===== src/design/hdrt_pkg.sv =====
// Package: shared types, constants and the half-to-R11G11B10 channel packer.
package hdrt_pkg;

	localparam int HALF_W   = 16;
	localparam int BYTE_W   = 8;
	localparam int PACK_W   = 32;
	localparam int MODE_W   = 2;
	// tonemap fixed point: V = v * 2^24 fits 40 bits, numerator 49, shifted divisor 48
	localparam int TM_VW    = 40;
	localparam int TM_DW    = 42;
	localparam int TM_NW    = 50;
	localparam int TM_QW    = 8;
	localparam int LANE_STG = 2 + TM_QW;

	localparam logic [TM_VW-1:0] TM_ONE = TM_VW'(1) << 24;

	localparam logic [MODE_W-1:0] MODE_PASS = 2'd0;
	localparam logic [MODE_W-1:0] MODE_PACK = 2'd1;
	localparam logic [MODE_W-1:0] MODE_TONE = 2'd2;

	localparam logic [4:0] HALF_EXP_ALL = 5'h1F;
	localparam logic [5:0] PACK_MAX_EXP = 6'h1E;

	typedef struct packed {
		logic [HALF_W-1:0] red;
		logic [HALF_W-1:0] green;
		logic [HALF_W-1:0] blue;
		logic [HALF_W-1:0] alpha;
	} pix_t;

	typedef struct packed {
		logic [PACK_W-1:0] packed_w;
		logic [HALF_W-1:0] red;
		logic [HALF_W-1:0] green;
		logic [HALF_W-1:0] blue;
		logic [HALF_W-1:0] alpha;
	} res_t;

	// Half to unsigned small float: 6-bit mantissa (blue = 0) or 5-bit (blue = 1).
	// Result is right aligned: 11 bits for red/green, 10 bits for blue.
	function automatic logic [10:0] pack_chan(input logic [HALF_W-1:0] h, input logic blue);
		logic [4:0]  e;
		logic [9:0]  m;
		logic [10:0] sum;
		logic        carry;
		logic [5:0]  mant;
		logic [5:0]  ex;
		logic [10:0] res;
		e = h[14:10];
		m = h[9:0];
		if (blue) begin
			sum   = {1'b0, m} + 11'd16;
			carry = sum[10];
			mant  = {1'b0, sum[9:5]};
		end else begin
			sum   = {1'b0, m} + 11'd8;
			carry = sum[10];
			mant  = sum[9:4];
		end
		if (carry) begin
			mant = 6'd0;
		end
		ex = {1'b0, e} + {5'd0, carry};
		if (ex > PACK_MAX_EXP) begin
			ex   = PACK_MAX_EXP;
			mant = blue ? 6'h1F : 6'h3F;
		end
		res = blue ? {1'b0, ex[4:0], mant[4:0]} : {ex[4:0], mant};
		if (h[15] || (e == HALF_EXP_ALL && m != 10'd0) || (e == 5'd0 && m == 10'd0)) begin
			res = 11'd0;
		end
		return res;
	endfunction

endpackage


===== src/design/hdrt_tone_lane.sv =====
// Module: one tonemap lane, half to Reinhard byte via a pipelined restoring divider.
module hdrt_tone_lane (
	input  logic                           clk,
	input  logic [hdrt_pkg::LANE_STG-1:0]  en,
	input  logic [hdrt_pkg::HALF_W-1:0]    h,
	output logic [hdrt_pkg::BYTE_W-1:0]    tone
);
	import hdrt_pkg::*;

	logic [4:0]       e;
	logic [9:0]       m;
	logic [TM_VW-1:0] v_d;
	logic             sat_d;

	logic [TM_VW-1:0] v_s1;
	logic             sat_s1;
	logic [TM_NW-1:0] n_s2;
	logic [TM_DW-1:0] d_s2;
	logic             sat_s2;

	// divider stages, one quotient bit each, msb first
	logic [TM_NW-1:0] rem_s [TM_QW];
	logic [TM_DW-1:0] den_s [TM_QW];
	logic [TM_QW-1:0] quo_s [TM_QW];
	logic             sat_s [TM_QW];

	// decode: negative and NaN map to V = 0, infinity flagged as saturate
	always_comb begin
		e     = h[14:10];
		m     = h[9:0];
		v_d   = '0;
		sat_d = 1'b0;
		if (h[15]) begin
			v_d = '0;
		end else if (e == HALF_EXP_ALL) begin
			sat_d = (m == 10'd0);
		end else if (e == 5'd0) begin
			v_d = {30'd0, m};
		end else begin
			v_d = {29'd0, 1'b1, m} << (e - 5'd1);
		end
	end

	always_ff @(posedge clk) begin
		if (en[0]) begin
			v_s1   <= v_d;
			sat_s1 <= sat_d;
		end
		// N = 511*V + 2^24, D = 2*(2^24 + V)
		if (en[1]) begin
			n_s2   <= ({10'd0, v_s1} << 9) - {10'd0, v_s1} + {10'd0, TM_ONE};
			d_s2   <= ({2'd0, v_s1} + {2'd0, TM_ONE}) << 1;
			sat_s2 <= sat_s1;
		end
	end

	for (genvar j = 0; j < TM_QW; j++) begin : g_div
		logic [TM_NW-1:0] rem_i;
		logic [TM_DW-1:0] den_i;
		logic [TM_QW-1:0] quo_i;
		logic             sat_i;
		logic [TM_NW-1:0] dsh;
		logic             ge;

		if (j == 0) begin : g_first
			assign rem_i = n_s2;
			assign den_i = d_s2;
			assign quo_i = '0;
			assign sat_i = sat_s2;
		end else begin : g_next
			assign rem_i = rem_s[j-1];
			assign den_i = den_s[j-1];
			assign quo_i = quo_s[j-1];
			assign sat_i = sat_s[j-1];
		end

		assign dsh = {{(TM_NW-TM_DW){1'b0}}, den_i} << (TM_QW - 1 - j);
		assign ge  = (rem_i >= dsh);

		always_ff @(posedge clk) begin
			if (en[2+j]) begin
				rem_s[j] <= ge ? (rem_i - dsh) : rem_i;
				den_s[j] <= den_i;
				quo_s[j] <= {quo_i[TM_QW-2:0], ge};
				sat_s[j] <= sat_i;
			end
		end
	end

	assign tone = sat_s[TM_QW-1] ? {BYTE_W{1'b1}} : quo_s[TM_QW-1];
endmodule


===== config.mk =====
export PLATFORM = sky130hd
export DESIGN_NAME = hdrt_tone_lane
export DESIGN_NICKNAME = d
export VERILOG_FILES = /design/src/design/hdrt_pkg.sv /design/src/design/hdrt_tone_lane.sv
export SDC_FILE = /design/constraint.sdc
export NUM_CORES = 2
export LEC_CHECK = 0
export BUFFER_PORTS_ARGS = -buffer_cell sky130_fd_sc_hd__buf_2
export CORE_UTILIZATION = 55
export CTS_CLUSTER_SIZE = 40
export DETAILED_ROUTE_END_ITERATION = 6
export PLACE_DENSITY_LB_ADDON = 0.15
export SLEW_MARGIN = 5
export SYNTH_ARGS = -nofsm -noshare
export SYNTH_HDL_FRONTEND = slang
export SYNTH_SLANG_ARGS = --single-unit

===== constraint.sdc =====
create_clock -name clk -period 6.89 [get_ports clk]
set_clock_uncertainty 0.2 [all_clocks]
set_input_delay 1.378 -clock clk [delete_from_list [all_inputs] [get_ports clk]]
set_output_delay 1.378 -clock clk [all_outputs]
set_load 0.03 [all_outputs]

### Word-level counts from Yosys, hierarchy flattened

Memory sizes are Yosys's and may differ from the RTL's.
Cells that the tools add are included.

| word-level totals | value |
|---|---|
| flip-flop bits (word level) | 133 |
| latch bits | 0 |
| memory bits (writable) | 808 |
| memory bits (read-only) | 0 |
| input port bits | 27 |
| output and inout port bits | 8 |
| word-level logic and storage cells | 64 |
| memories | 4 |

| operators by class | value |
|---|---|
| $add $sub $neg | 12 |
| $mul | 0 |
| divide/modulo/power cells | 0 |
| order comparisons | 8 |
| equality and inequality tests | 1 |
| shift operators | 1 |
| mux-type cells | 26 |
| bitwise operators | 1 |
| reductions and logical operators | 5 |

Memory list:

| name | words | width | rd ports | clocked after memory_dff | wr ports | RTL line | text |
|---|---|---|---|---|---|---|---|
| rem_s | 8 | 50 | 7 | 0 | 8 | hdrt_tone_lane.sv:22 | `logic [TM_NW-1:0] rem_s [TM_QW];` |
| den_s | 8 | 42 | 7 | 0 | 8 | hdrt_tone_lane.sv:23 | `logic [TM_DW-1:0] den_s [TM_QW];` |
| quo_s | 8 | 8 | 8 | 0 | 8 | hdrt_tone_lane.sv:24 | `logic [TM_QW-1:0] quo_s [TM_QW];` |
| sat_s | 8 | 1 | 8 | 0 | 8 | hdrt_tone_lane.sv:25 | `logic sat_s [TM_QW];` |

Operators by type and width:

| cell | number |
|---|---|
| $mux 50 | 8 |
| $add 50x25->50 const B | 1 |
| $ge 50x42->1 | 1 |
| $ge 50x43->1 | 1 |
| $ge 50x44->1 | 1 |
| $ge 50x45->1 | 1 |
| $ge 50x46->1 | 1 |
| $ge 50x47->1 | 1 |
| $ge 50x48->1 | 1 |
| $ge 50x49->1 | 1 |
| $sub 49x40->50 | 1 |
| $sub 50x42->50 | 1 |
| $sub 50x43->50 | 1 |
| $sub 50x44->50 | 1 |
| $sub 50x45->50 | 1 |
| $sub 50x46->50 | 1 |
| $sub 50x47->50 | 1 |
| $sub 50x48->50 | 1 |
| $sub 50x49->50 | 1 |
| $add 40x25->41 const B | 1 |
| $shl 11x5->40 | 1 |
| $mux 1 | 16 |
| $logic_not 10->1 | 1 |
| $mux 10 | 1 |
| 7 further kinds | 8 |

### Depth between registers and ports, before layout

| depth | value |
|---|---|
| word-level depth | 3 |
| gate-level depth with buffers | 16 |
| mapped depth without buffers | 14 |

### Worst setup path before layout

No wires, ideal clock.

| timing | value |
|---|---|
| path type | input -> register |
| from | in h[10] (netlist bit) |
| to | reg v_s1[18], data pin |
| setup time | 0.264 ns |
| arrival | 4.008 ns |
| data required time | 6.426 ns |
| slack | 2.418 ns |
| cell stages on the path | 11 |
| path buffers | 4 |
| cell sequence | clkbuf_1 > clkbuf_1 > clkinv_1 > ha_1 > clkbuf_1 > clkbuf_1 > mux4_2 > mux2i_1 > o22ai_1 > a21oi_1 > nor2_1 |

| between the ends | value |
|---|---|
| longest elaborated chain between the ends | 2 |
| elaborated cells on any way between the ends | 5 |
| those cells by class | add/sub (1); eq/ne (1); shift (1); reduce/logical (2) |

RTL lines:

| item | RTL line | text |
|---|---|---|
| start: declaration | hdrt_tone_lane.sv:5 | `input logic [hdrt_pkg::HALF_W-1:0] h,` |
| $sub 5x1->5 (tied with other cells) | hdrt_tone_lane.sv:40 | `v_d = {29'd0, 1'b1, m} << (e - 5'd1);` |
| $shl 11x5->40 / $reduce_or 3->1 (equally long branches) | n/a |  |
| end signal: assignment | hdrt_tone_lane.sv:46 | `v_s1 <= v_d;` |
| end: declaration | hdrt_tone_lane.sv:15 | `logic [TM_VW-1:0] v_s1;` |

Several ways; a longest one is shown, not always the timed one.
A chain may end at the register's enable or synchronous reset.

==> summary.md <==
| Metric | Value |
|---|---|
| Outcome | `finished, final reports clean` |
| Die area | `93120 um^2` |
| EDFF count, synth | `806` |
| Vias per cell | `5.752` |
| Min-Delay Path Depth | `0` |
| DRC violations left | `0` |
| Kind of critical path | `reg2reg` |
| Final hold violations | `0` |
| Top_reg_cell synth | `edfxtp_1` |
| Core area | `90560 um^2` |
| Post-DP HPWL | `94000 um` |
| Vias in the first global route | `34700` |
| Ratio of cells with drive above 1 in the final layout | `6.520%` |
| Root Driver | `clkbuf_16` |
| Synth Cell Area | `50540 um^2` |
| Post-CTS Setup Bufs | `0` |
| Overflow after GRT | `0` |
| Iter 0 DRT Violations | `2429` |
| Worst EP arrival | `5160 ps` |
| Routed vias | `35180` |
| Synth warn | `0` |
| Rel. slew slack | `24.26%` |
| CTS buffer count | `89` |
| Slowest stage delay, CP | `710 ps` |
| Nets | `5314` |
| CP Cell Sequence | `ha_1 > inv_1 > fa_1 > a211oi_1 > o21ai_1 > o311ai_1 > nand4_1 > and2_1 > a31oi_1 > o211ai_4 > buf_4 > mux2_2` |
| Post-DRT Antenna Nets | `0` |
| Largest delay contributor family on the critical path | `compound AO/OA/AOI/OAI gates` |
| Cell leakage power | `22.22 nW` |
| IO buf count | `34` |
| CP Buf/Inv Count | `2` |
| CTS tree | `built` |
| Fin. max-slew vios | `0` |
| Levels on crit path | `12` |
| Period utilization | `72.02%` |
| Final setup violation count | `0` |
| Die Wd | `305.2 um` |
| Worst Tran Pin Value | `1127 ps` |
| Clock Latency Late Sink | `660 ps` |
| RSZ-0062 raised after global routing | `false` |
| Ports | `35` |
| MaxCap Viol Count | `0` |
| Critical Path Slowest Stage Cell | `edfxtp_1` |
| VDD IR max | `0.2406 mV` |
| P_sw | `8.612 mW` |
| Fin area | `54630 um^2` |
| Proportion of power drawn by flip-flops and latches | `34.8%` |
| Syn avg cell area | `10.33 um^2` |
| Die Y | `305.2 um` |
| Hold crit path type | `reg2reg` |
| GPL Wtd Cong | `0.9710` |
| Rows | `110` |
| Mean routed wirelength per cell | `19.33 um` |
| Dpl cell area | `51650 um^2` |
| Yosys cell types | `109` |
| Setup tns final | `0 ps` |
| Fmax | `201.5 MHz` |
| Power Dens Cells | `419.0 nW/um^2` |
| Combinational share of power | `44.2%` |
| Clock Power Share | `21.0%` |
| Synth area leaders | `edfxtp_1 48%, ha_1 10%, a21oi_1 4.1%` |
| Min Tclk post-route | `4962 ps` |
| Cells on worst reg2reg path | `12` |
| Worst-case clock buffer depth | `3` |
| Post-synth ARST share | `0%` |
| Worst setup EP type | `register` |
| Hold buffers post-CTS | `0` |
| CP startpoint kind | `register` |
| Router iterations before antenna repair | `5` |
| Max H-tree Level | `3` |
| Register bit total from synthesis | `806` |
| Area delta synth->final | `8.090%` |
| Initial antenna violation count | `1` |
| Inserted Diodes | `0` |
| Synthesized Nets | `5336` |
| WL final | `118200 um` |
| CTS clk-pin slew, worst paths | `60 ps` |
| Largest net degree at the start of global routing | `82` |
| CP max FO | `70` |
| Post-CTS resize count | `0` |
| Worst EP required | `7090 ps` |
| Initial core utilization | `55.81%` |
| Cell taking the most area after synthesis | `edfxtp_1` |
| First-pass GRT wire length | `185600 um` |
| Syn Inst Count | `4891` |
| GRT Overall Usage | `25.26%` |
| Synth top area share | `47.88%` |
| Sw Share | `37.62%` |
| Clock Sinks | `806` |
| Cell-internal power | `14.28 mW` |
| Post-synthesis sequential area ratio | `47.88%` |
-- sequential cells by signal (all words and copies together), names as in the netlist --
name	flops
d_s2	40
den_s	280
g_div.rem_i	50
g_div.sat_i	1
quo_s	36
rem_s	350
sat_s	8
sat_s1	1
v_s1	40
-- per-layer routing --
| metal | share of wire (%) | track usage, % |
|---|---|---|
| met5 | 0 | 0 |
| met4 | 6.6 | 16.05 |
| met3 | 3.2 | 2.662 |
| met2 | 49 | 44.52 |
| met1 | 41 | 29.42 |
-- synth_stat cells, drive strengths merged (95+ instances only) --
cell type and number:
edfxtp 806, inv 458, nand2 421, a21oi 416, ha 411, o21ai 364, nor2 318, a21o 198
xnor2 194, xor2 145, clkbuf 112, nand3 95
-- cell type report --
class	count	area [um^2]
Clock inverter	59	640.6
Fill cell	7728	35930
Tap cell	1176	1471
Clock buffer	102	2340
Sequential cell	806	24200
Multi-Input combinational cell	3457	23900
Inverter	459	1723
Timing Repair Buffer	56	355.3
-- power by group through the flow --
stage	Combinational, mW	Sequential (mW)	Clock, mW
2_1_floorplan	7.86	7.70	0
4_1_cts	10.0	7.96	4.93
3_3_place_gp	9.97	8.07	0
5_1_grt	11.2	8.09	5.10
6_report	10.1	7.96	4.82
3_5_place_dp	10.0	8.05	0
-- cells by family after synthesis --
family                     Yosys count  synth area share, %
DFF                                806                47.88
buffers and inverters              628                4.882
adders and majority gates          418                10.45
xor gates and xnor gates           339                5.874
and+or+nand+nor                   1264                12.00
muxes                               64                1.552
AOI/OAI and AO/OA                 1372                17.35
-- path summary, 6_finish.rpt --
kind	from	to	slack, ps
max	rem_s[0][50]	rem_s[1][7]	1930
min	quo_s[1][21]	quo_s[1][30]	220
max reg2reg	rem_s[0][50]	rem_s[1][7]	1930
min reg2reg	quo_s[1][21]	quo_s[1][30]	220
-- metrics by stage --
stage	power, mW	instances	hold WS (ps)	setup WS, ps	util (%)
4_1_cts	22.93	6115	215.3	1993	60.33
5_1_grt	24.44	6115	216.4	1882	60.33
3_5_place_dp	18.05	5954	204.5	2013	57.04
3_3_place_gp	18.04	5954	203.1	2077	57.04
2_1_floorplan	15.56	4891	200.3	2418	-
6_report	22.89	6115	216.6	1928	60.33
-- layout by cell type (no fill, tap or decap), drive strengths merged, types with 29 or more instances in the layout --
cell,Yosys,final
xnor2,194,194
nand2b,44,44
nand4,83,83
ha,411,411
o21a,46,46
o21bai,45,45
a21oi,416,416
a21o,198,198
o21ai,364,364
buf,57,56
a31oi,49,49
nor3,62,62
clkinv,1,36
edfxtp,806,806
a211oi,37,37
inv,458,460
nand2,421,421
clkbuf,112,102
nor2b,41,41
and3,42,42
mux2,42,42
nor4,35,35
nand3,95,95
o31ai,29,29
nor2,318,318
xor2,145,145
Power figures use the tool's default switching activity.
