`src/design/hdrt_pkg.sv`:
```
// Package: shared types, constants and the half-to-R11G11B10 channel packer.
package hdrt_pkg;

	localparam int HALF_W   = 16;
	localparam int BYTE_W   = 8;
	localparam int PACK_W   = 32;
	localparam int MODE_W   = 2;
	// tonemap fixed point: V = v * 2^24 fits 40 bits, numerator 49, shifted divisor 48
	localparam int TM_VW    = 40;
	localparam int TM_DW    = 42;
	localparam int TM_NW    = 50;
	localparam int TM_QW    = 8;
	localparam int LANE_STG = 2 + TM_QW;

	localparam logic [TM_VW-1:0] TM_ONE = TM_VW'(1) << 24;

	localparam logic [MODE_W-1:0] MODE_PASS = 2'd0;
	localparam logic [MODE_W-1:0] MODE_PACK = 2'd1;
	localparam logic [MODE_W-1:0] MODE_TONE = 2'd2;

	localparam logic [4:0] HALF_EXP_ALL = 5'h1F;
	localparam logic [5:0] PACK_MAX_EXP = 6'h1E;

	typedef struct packed {
		logic [HALF_W-1:0] red;
		logic [HALF_W-1:0] green;
		logic [HALF_W-1:0] blue;
		logic [HALF_W-1:0] alpha;
	} pix_t;

	typedef struct packed {
		logic [PACK_W-1:0] packed_w;
		logic [HALF_W-1:0] red;
		logic [HALF_W-1:0] green;
		logic [HALF_W-1:0] blue;
		logic [HALF_W-1:0] alpha;
	} res_t;

	// Half to unsigned small float: 6-bit mantissa (blue = 0) or 5-bit (blue = 1).
	// Result is right aligned: 11 bits for red/green, 10 bits for blue.
	function automatic logic [10:0] pack_chan(input logic [HALF_W-1:0] h, input logic blue);
		logic [4:0]  e;
		logic [9:0]  m;
		logic [10:0] sum;
		logic        carry;
		logic [5:0]  mant;
		logic [5:0]  ex;
		logic [10:0] res;
		e = h[14:10];
		m = h[9:0];
		if (blue) begin
			sum   = {1'b0, m} + 11'd16;
			carry = sum[10];
			mant  = {1'b0, sum[9:5]};
		end else begin
			sum   = {1'b0, m} + 11'd8;
			carry = sum[10];
			mant  = sum[9:4];
		end
		if (carry) begin
			mant = 6'd0;
		end
		ex = {1'b0, e} + {5'd0, carry};
		if (ex > PACK_MAX_EXP) begin
			ex   = PACK_MAX_EXP;
			mant = blue ? 6'h1F : 6'h3F;
		end
		res = blue ? {1'b0, ex[4:0], mant[4:0]} : {ex[4:0], mant};
		if (h[15] || (e == HALF_EXP_ALL && m != 10'd0) || (e == 5'd0 && m == 10'd0)) begin
			res = 11'd0;
		end
		return res;
	endfunction

endpackage

```
`src/design/hdrt_merge.sv`:
```
// Module: merge stage, packs RGB and selects the result fields by output mode.
module hdrt_merge (
	input  logic [hdrt_pkg::MODE_W-1:0] mode,
	input  hdrt_pkg::pix_t              pix,
	input  logic [hdrt_pkg::BYTE_W-1:0] tone_r,
	input  logic [hdrt_pkg::BYTE_W-1:0] tone_g,
	input  logic [hdrt_pkg::BYTE_W-1:0] tone_b,
	output hdrt_pkg::res_t              res
);
	import hdrt_pkg::*;

	logic [10:0] pk_r;
	logic [10:0] pk_g;
	logic [10:0] pk_b;

	assign pk_r = pack_chan(pix.red, 1'b0);
	assign pk_g = pack_chan(pix.green, 1'b0);
	assign pk_b = pack_chan(pix.blue, 1'b1);

	always_comb begin
		res = '0;
		unique case (mode)
			MODE_PASS: begin
				res.red   = pix.red;
				res.green = pix.green;
				res.blue  = pix.blue;
				res.alpha = pix.alpha;
			end
			MODE_PACK: begin
				res.packed_w = {pk_b[9:0], pk_g, pk_r};
			end
			MODE_TONE: begin
				res.red   = {8'd0, tone_r};
				res.green = {8'd0, tone_g};
				res.blue  = {8'd0, tone_b};
				res.alpha = 16'd255;
			end
			default: begin
				res = '0;
			end
		endcase
	end
endmodule

```
`config.mk`:
```
export PLATFORM = sky130hd
export DESIGN_NAME = hdrt_merge
export DESIGN_NICKNAME = d
export VERILOG_FILES = /design/src/design/hdrt_pkg.sv /design/src/design/hdrt_merge.sv
export SDC_FILE = /design/constraint.sdc
export NUM_CORES = 1
export LEC_CHECK = 0
export BUFFER_PORTS_ARGS = -buffer_cell sky130_fd_sc_hd__buf_2
export CAP_MARGIN = 20
export CORE_AREA = 2 2 99 53
export DETAILED_ROUTE_END_ITERATION = 8
export DIE_AREA = 0 0 101 55
export GPL_TIMING_DRIVEN = 0
export PLACE_DENSITY = 0.88
export REMOVE_ABC_BUFFERS = 1
export SYNTH_ARGS = -nofsm -noshare
export SYNTH_HDL_FRONTEND = slang
export SYNTH_SLANG_ARGS = --single-unit
```
`constraint.sdc`:
```
create_clock -name vclk -period 6.45
set_input_delay 0.645 -clock vclk [all_inputs]
set_output_delay 0.645 -clock vclk [all_outputs]
set_load 0.01 [all_outputs]
```
== Word level (Yosys, flattened, before mapping) ==
Index checks and enable logic that the tools add are counted.

* Bits in read-only memories: 0
* Flip-flop bits (word level): 0
* Output and inout port bits: 96
* Word-level logic and storage cells: 50
* Memories kept: 0
* RAM bits: 0
* Latch bits: 0
* Input port bits: 90

* Shift-type cells: 0
* Div/mod/pow operators: 0
* Bitwise gates (word level): 0
* Order comparisons: 3
* Reduce and logical (&&, ||, !) cells: 22
* Multipliers: 0
* Equal/unequal tests: 5
* Add/sub/neg operators: 6
* Multiplexer cells: 14

{| class="wikitable"
|+ Operator list
! cell !! count
|-
| 64-bit one-hot mux with 2 select lines || 1
|-
| 32-bit two-way mux || 1
|-
| 10-bit logical NOT || 3
|-
| 10-bit nonzero test || 3
|-
| 5-bit two-way mux || 5
|-
| 6-bit two-way mux || 4
|-
| 10-bit by 4-bit adder with 11-bit output (second input constant) || 2
|-
| 11-bit two-way mux || 2
|-
| 5-bit by 1-bit adder with 6-bit output || 3
|-
| 6-bit by 5-bit > comparator with 1-bit output (second input constant) || 3
|-
| 5-bit equality test (second input constant) || 3
|-
| 5-bit logical NOT || 3
|-
| 10-bit by 5-bit adder with 11-bit output (second input constant) || 1
|-
| 10-bit two-way mux || 1
|-
| 1-bit logical AND || 6
|-
| 1-bit logical OR || 6
|-
| 2-bit by 1-bit equality test with 1-bit output (second input constant) || 1
|-
| 2-bit equality test (second input constant) || 1
|-
| 2-bit logical NOT || 1
|}

== Longest topological paths before layout ==
Gate-level depths: netlist of the first run.

* Depth after elaboration: 6
* Gate-level depth with buffers: 9
* Gate-level depth less buffers: 9

== Worst setup path before layout of the first run ==
No wires, ideal clock.

* Path type: input -> output
* From: input pix[35] (netlist bit)
* To: output res[80] (netlist bit)
* Stages on the path: 9
* Arrival time: 2.512 ns
* Data required time: 5.805 ns
* Setup slack: 3.293 ns
* Path buffers: 0
* Cells stage by stage: and3_1 > nand4_1 > inv_1 > ha_1 > ha_1 > xnor2_1 > nor3b_1 > o31ai_4 > a311oi_1

{| class="wikitable"
|+ RTL lines
! what !! line !! source
|-
| start: declaration || hdrt_merge.sv:4 || <nowiki>input hdrt_pkg::pix_t pix,</nowiki>
|-
| end: declaration || hdrt_merge.sv:8 || <nowiki>output hdrt_pkg::res_t res</nowiki>
|}

==> results by group, run 1 <==
Outcome
  • Run status: complete, no violations

Finish
  • Area Growth Syn to Fin: 48.7%
  • Clock buffers: 0
  • Seq. cell area: 0 um^2
  • Multi-input gate area: 1730 um^2
  • Fraction of layout cells with a size suffix above 1: 45.2%
  • Final #Nets: approximately 550
  • Ant diodes: 0
  • Seq cells: 0
  • Fill cells: 445

Floorplan
  • Die width: 101 um
  • Die Ht: between 50 and 60 um
  • Core area: 4730 um^2
  • I/O pins: 186
  • Row Count: 18
  • Initial Util: 39.6%
  • Die area: 5560 um^2

Clock network
  • Hold_buf cts: 0
  • PostCTS Resize Cnt: 0
  • Post-CTS Setup Inserts: 0

STA
  • Shortest period the worst path allows: 3.77 ns
  • RSZ-0062 raised after global routing: no
  • Max_slew headroom: 35.8%
  • Crit share post-route: approximately 58%
  • Fmax: roughly 270 MHz
  • Tightest Pin Transition: approximately 0.96 ns
  • Setup TNS: 0 ns
  • Setup violation total in the final timing report: 0
  • Count of pins over their slew limit: 0
  • Final-report hold violation count: 0

Yosys
  • Yosys Warn Count: 0
  • Synthesized area per cell: ~6.7 um^2
  • Ranking of synthesized cells by area: mux2i_1 14%, and2_1 11%, nor2_1 9.4%
  • Synth Cell Area: 1870 um^2
  • Yosys top cell by area: mux2i_1
  • Register area share after synthesis: 0%
  • Post-synthesis cell type count: 48
  • Proportion of netlist area held by the largest area contributor: between 10% and 20%
  • Post-Synthesis Cells: 280

Setup path
  • Crit. End Element: output port
  • Critical Path Stages: 11
  • Crit path largest cell delay: 0.42 ns
  • Slowest CP cell: nor3b_1
  • CP startpoint: pix[37]
  • Crit path cell chain: buf_2 -> and3_1 -> nand4_1 -> inv_1 -> ha_1 -> ha_1 -> xnor2_1 -> nor3b_1 -> o31ai_4 -> a311oi_1 -> buf_2
  • Crit path max-delay family: simple AND/OR/NAND/NOR gates
  • Crit Path Max Fanout: 8
  • Kind of critical path: input port to output port
  • Startpoint class of the critical path: input port
  • Crit path DAT: between 3 and 4 ns
  • Worst path required time: 5.80 ns
  • WP buf/inv: 3
  • Worst Setup EP: res[80]

Routing
  • WL final: between 7000 and 8000 um
  • Detailed-route DRC error count: 0
  • Routed via count: roughly 2700
  • Antenna Violating Nets Remaining: 0
  • Pre-antenna DRT Iters: 4
  • Routed wire per std cell: 14.0 um
  • Vias/cell: 5.28
  • Number of DRC markers in iteration 0: 64

Pwr
  • Total Power: 156 uW
  • Pwr per Cell Area: 55.9 nW/um^2
  • Worst vdd ir: between 0.02 and 0.025 mV
  • Pleak: 0.00159 uW

Hold path
  • Hold-critical path depth: 3
  • Tightest Hold Check Type: input port to output port

GRT
  • Antenna violations before repair: 0
  • Vias in the first global route: 2165
  • Pin count of the biggest net entering global routing: 39
  • First-pass GRT wire length: 10300 um
  • GRT Total Usage: approximately 23%
  • GRT Residual Overflow: 0

Run
  • Maxcap violations: 0

Place
  • DP HPWL: 5760 um
  • Port buffer count: between 150 and 200
  • Final Wtd Congestion: roughly 0.86
==> final cells by class <==
class / instances / area share [%]
multi-input combinational: 250 / 62.1
timing repair buffer: 187 / 33.9
tap: 60 / 2.70
inverter: 10 / 1.35
==> how the worst min path moves through the flow <==
stage                  from  endpoint
floorplan           mode[0]    res[0]
global placement     pix[8]    res[8]
detailed placement  pix[15]   res[15]
CTS                 pix[15]   res[15]
global route        pix[15]   res[15]
finish              pix[15]   res[15]
==> Yosys cell counts (4+ instances only) <==
| cell | count |
|---|---|
| nor2_1 | 47 |
| and2_1 | 32 |
| mux2i_1 | 26 |
| nand2_1 | 14 |
| nand3_1 | 14 |
| a21oi_1 | 13 |
| a211oi_1 | 11 |
| xnor2_1 | 11 |
| ha_1 | 10 |
| inv_1 | 10 |
| clkbuf_1 | 9 |
| nor3_1 | 9 |
| nand4_1 | 7 |
| buf_2 | 6 |
| nor4_1 | 5 |
| xor2_1 | 5 |
| nor3b_1 | 4 |
==> cells by family after synthesis <==
kind of cell               count (synthesis)  share of synthesized area, %
and+or+nand+nor                          158                          48.1
AOI/OAI and AO/OA                         39                          15.4
buffers and inverters                     30                          7.69
muxes                                     27                          14.7
xor gates and xnor gates                  16                          7.49
adders and majority gates                 10                          6.68
==> where the power goes <==
part | leakage, uW | total, uW | internal [uW] | switching (uW)
registers | 0 | 0 | 0 | 0
logic | 0.00159 | 156 | 69.3 | 86.4
clock network | 0 | 0 | 0 | 0
total | 0.00159 | 156 | 69.3 | 86.4
==> placed cells by master (no fill, tap or decap), drive strengths merged, types with 4 or more instances in the layout <==
cell,netlist,routed
a211oi,11,11
a21oi,13,13
and2,33,33
and3,5,5
buf,10,187
ha,10,10
inv,10,10
mux2i,26,26
nand2,14,14
nand3,14,14
nand4,7,7
nor2,47,47
nor3,9,9
nor3b,4,4
nor4,7,7
xnor2,11,11
xor2,5,5
==> layer usage <==
metal  part of all wire [%]  track usage, %
met5                      0               0
met2                     45            37.7
met3                    5.3            1.01
met1                     49            33.8
met4                   0.35            1.58
==> metrics by stage <==
step	utilization [%]	hold slack [ns]	instance area, um^2	setup WS [ns]	instances
2_1_floorplan	-	1.34	1770	3.29	260
3_3_place_gp	58.6	1.57	2770	2.87	506
3_5_place_dp	58.8	1.57	2780	2.74	507
4_1_cts	58.8	1.57	2780	2.73	507
5_1_grt	58.8	1.59	2780	2.49	507
6_report	58.8	1.57	2780	2.68	507
Power figures use the tool's default switching activity.
==> run 2: changes to the inputs <==
CORE_AREA = 2 2 108 58   (was 2 2 99 53)
DIE_AREA = 0 0 110 60   (was 0 0 101 55)
PLACE_DENSITY = 0.77   (was 0.88)
clock period = 3.4 ns   (was 6.45 ns; I/O delays follow)
==> results by group, run 2 (synthesized netlist as in run 1, its figures left out) <==
Place
  • Post-place setup slack: 0.320 ns
  • Final Wtd Congestion: 0.819
  • DP HPWL: 5950 um
  • Port buffer count: 186

Routing
  • Pre-antenna DRT Iters: 4
  • Detailed-route DRC error count: 0
  • Routed wire per std cell: between 10 and 15 um
  • Number of DRC markers in iteration 0: 96
  • Routed via count: 2700
  • Vias/cell: 5.16
  • Antenna Violating Nets Remaining: 0
  • WL final: roughly 7300 um

Setup path
  • Crit path largest cell delay: 0.43 ns
  • Crit Path Max Fanout: 8
  • Slowest CP cell: o31ai_4
  • Startpoint class of the critical path: input port
  • Crit. End Element: output port
  • Worst path required time: about 3 ns
  • Crit path max-delay family: simple AND/OR/NAND/NOR gates
  • WP buf/inv: 3
  • Kind of critical path: input port to output port
  • Critical Path Stages: 11
  • Crit path DAT: 2.76 ns
  • Crit path cell chain: buf_2 -> and3_1 -> nand4_1 -> inv_1 -> ha_1 -> ha_1 -> xnor2_1 -> nor3b_1 -> o31ai_4 -> nor4b_2 -> buf_2

GRT
  • Antenna violations before repair: 0
  • Vias in the first global route: about 2200
  • GRT Total Usage: between 10% and 20%
  • First-pass GRT wire length: 10400 um
  • Pin count of the biggest net entering global routing: 39
  • GRT Residual Overflow: 0

Floorplan
  • Core area: 5730 um^2
  • Die width: about 110 um
  • I/O pins: 186
  • Row Count: 20
  • Die Ht: roughly 60 um
  • Die area: 6600 um^2
  • Initial Util: 32.7%

Pwr
  • Pwr per Cell Area: approximately 110 nW/um^2
  • Net Switching: between 150 and 200 uW
  • Clock share of power: 0%
  • Worst vdd ir: 0.0783 mV
  • Int Pwr: 131 uW
  • Pleak: 0.00158 uW
  • Switching share of power: 55.7%
  • Flop pwr share: 0%
  • Comb power frac: 100.0%

Finish
  • Fraction of layout cells with a size suffix above 1: a little under half
  • Ant diodes: 0
  • Seq. cell area: 0 um^2
  • Clock buffers: 0
  • Final #Nets: around 550
  • Seq cells: 0
  • Most frequent cells in the layout: 186 x buf_2, 46 x nor2_1, 32 x and2_1
  • Commonest non-fill, non-tap cell in the layout: buf_2
  • Area Growth Syn to Fin: 49.3%

STA
  • Final-report hold violation count: 0
  • Max_slew headroom: 34.2%
  • Tightest Pin Transition: 0.986 ns
  • Fmax: around 320 MHz
  • Crit share post-route: 91.0%
  • Final worst slack: a little over 0.3 ns
  • Count of pins over their slew limit: 0
  • Shortest period the worst path allows: between 3 and 4 ns
  • RSZ-0062 raised after global routing: no
  • Setup TNS: 0 ns
  • Setup violation total in the final timing report: 0

Hold path
  • Hold-critical path depth: 3
  • Tightest Hold Check Type: input port to output port

Clock network
  • Post-CTS Setup Inserts: 0
  • PostCTS Resize Cnt: 0
  • Hold_buf cts: 0

Outcome
  • Run status: complete, no violations

Run
  • Maxcap violations: 0
## run 2: power groups by stage
stage,combinational (uW),sequential [uW],clock [uW]
floorplan,133,0,0
detailed placement,294,0,0
CTS,295,0,0
global route,324,0,0
finish,295,0,0
global placement,286,0,0
## run 2: final timing paths
check / from / end / slack (ns)
setup / recovery: pix[37] / res[81] / 0.30
hold / removal: pix[11] / res[11] / 0.96
## run 2: layout make-up
type	count	area [um^2]
Inverter	10	37.5
Tap cell	77	96.3
Multi-Input combinational cell	250	1730
Timing Repair Buffer	186	931
Fill cell	591	2940
## run 2: per-layer routing
layer | global-route usage (%) | up-vias | wire [um]
li1 | - | 1342 | -
met1 | 28.1 | 1244 | 3440
met4 | 0.904 | 0 | 36
met5 | 0 | - | 0
met2 | 32.9 | 110 | 3350
met3 | 0.872 | 4 | 465
## run 2: tightest hold or removal path: stages
cell    delay [ns]
buf_2         0.07
and2_1        0.10
buf_2         0.12
## run 2: stage by stage
stage	cell area, um^2	total power [uW]	util, %	hold slack [ns]	instances
2_1_floorplan	1770	133	-	0.728	260
3_3_place_gp	2790	286	48.7	0.965	523
3_5_place_dp	2800	294	48.8	0.964	523
4_1_cts	2800	295	48.8	0.964	523
5_1_grt	2800	324	48.8	0.975	523
6_report	2800	295	48.8	0.963	523
==> run 3: changes to the inputs <==
PLACE_DENSITY = not set   (was 0.77)
PLACE_DENSITY_LB_ADDON = 0.15   (was not set)
==> results by group, run 3 (synthesized netlist as in run 1, its figures left out) <==
Floorplan
  • Die area: ~6600 um^2
  • Row Count: 20
  • Initial Util: 32.7%
  • I/O pins: roughly 190
  • Die width: approximately 110 um
  • Die Ht: 60 um
  • Core area: 5730 um^2

STA
  • Final-report hold violation count: 0
  • RSZ-0062 raised after global routing: no
  • Fmax: 323 MHz
  • Shortest period the worst path allows: 3.10 ns
  • Setup violation total in the final timing report: 0
  • Max_slew headroom: 35.6%
  • Setup TNS: 0 ns
  • Tightest Pin Transition: about 0.97 ns
  • Count of pins over their slew limit: 0
  • Crit share post-route: 91.1%

Finish
  • Fill cells: slightly above 600
  • Clock buffers: 0
  • Final Instance Area: approximately 2800 um^2
  • Final #Nets: 549
  • Seq cells: 0
  • Area Growth Syn to Fin: 49.6%
  • Seq. cell area: 0 um^2
  • Most frequent cells in the layout: 186 x buf_2, 47 x nor2_1, 32 x and2_1
  • Ant diodes: 0
  • Fraction of layout cells with a size suffix above 1: 45.2%
  • Commonest non-fill, non-tap cell in the layout: buf_2
  • Multi-input gate area: 1730 um^2

Routing
  • Vias/cell: ~5.1
  • Routed via count: ~2600
  • Number of DRC markers in iteration 0: 91
  • Detailed-route DRC error count: 0
  • WL final: roughly 7300 um
  • Routed wire per std cell: 13.9 um
  • Antenna Violating Nets Remaining: 0
  • Pre-antenna DRT Iters: 4

Setup path
  • Kind of critical path: input port to output port
  • Worst Setup EP: res[81]
  • CP startpoint: pix[37]
  • Startpoint class of the critical path: input port
  • Crit. End Element: output port
  • Crit path DAT: 2.76 ns
  • Worst path required time: 3.06 ns
  • Crit Path Max Fanout: 8

Place
  • Final Wtd Congestion: between 0.8 and 0.9
  • Post-DP Area: 2800 um^2
  • Port buffer count: 186
  • DP HPWL: between 5000 and 6000 um

Pwr
  • Clock share of power: 0%
  • Flop pwr share: 0%
  • Pleak: 0.00159 uW
  • Switching share of power: 55.4%
  • Pwr per Cell Area: approximately 100 nW/um^2
  • Int Pwr: 131 uW
  • Comb power frac: 100.0%
  • Worst vdd ir: 0.109 mV
  • Net Switching: 163 uW

GRT
  • Vias in the first global route: 2162
  • Pin count of the biggest net entering global routing: 39
  • GRT Residual Overflow: 0
  • First-pass GRT wire length: between 10000 and 15000 um
  • Antenna violations before repair: 0
  • GRT Total Usage: between 15 and 20%

Run
  • Maxcap violations: 0

Clock network
  • PostCTS Resize Cnt: 0
  • Hold_buf cts: 0
  • Post-CTS Setup Inserts: 0

Hold path
  • Tightest Hold Check Type: input port to output port
  • Hold-critical path depth: 3

Outcome
  • Run status: complete, no violations
-- run 3: cell count changes in the layout (fill, tap and decap cells not counted) --
cell / before / now
buf_4: 0 / 1
nor2_1: 46 / 47
nor2_2: 1 / 0
-- run 3: metal layers --
layer  GRT usage [%]  wire length (um)  share of wire, %  up-vias
li1                -                 -                 -     1345
met1            31.1              3650                50     1205
met2            31.2              3110                43       99
met3            1.31               523               7.2        0
met4               0                 0                 0        0
met5               0                 0                 0        -
-- run 3: worst min-delay path by stage --
stage,startpoint,endpoint,slack [ns]
floorplan,mode[0],res[0],0.73
global placement,pix[15],res[15],0.96
detailed placement,pix[11],res[11],0.96
CTS,pix[11],res[11],0.96
global route,pix[11],res[11],0.97
finish,pix[11],res[11],0.96
-- run 3: cell type report --
class | count | share of cell area [%]
inverters | 10 | 1.34
well taps | 77 | 3.44
multi-input cells | 250 | 61.7
repair buffers | 187 | 33.5
-- run 3: critical path, cell delays in order --
cell	delay (ns)
buf_2	0.14
and3_1	0.22
nand4_1	0.20
inv_1	0.10
ha_1	0.28
ha_1	0.33
xnor2_1	0.15
nor3b_1	0.09
o31ai_4	0.41
nor4b_2	0.31
buf_2	0.19
-- run 3: metrics by stage --
stage	utilization, %	hold WS, ns	setup slack [ns]	total power, uW	std cells
after CTS	48.9	0.963	0.364	295	524
after floorplan	-	0.728	0.853	133	260
after detailed placement	48.9	0.963	0.368	293	524
final	48.9	0.963	0.303	294	524
after global placement	48.7	0.964	0.432	290	523
after global routing	48.9	0.970	0.151	325	524
-- run 3: power groups by stage --
stage / clock network (uW) / registers (uW) / logic [uW]
3_5_place_dp: 0 / 0 / 293
3_3_place_gp: 0 / 0 / 290
5_1_grt: 0 / 0 / 325
2_1_floorplan: 0 / 0 / 133
4_1_cts: 0 / 0 / 295
6_report: 0 / 0 / 294
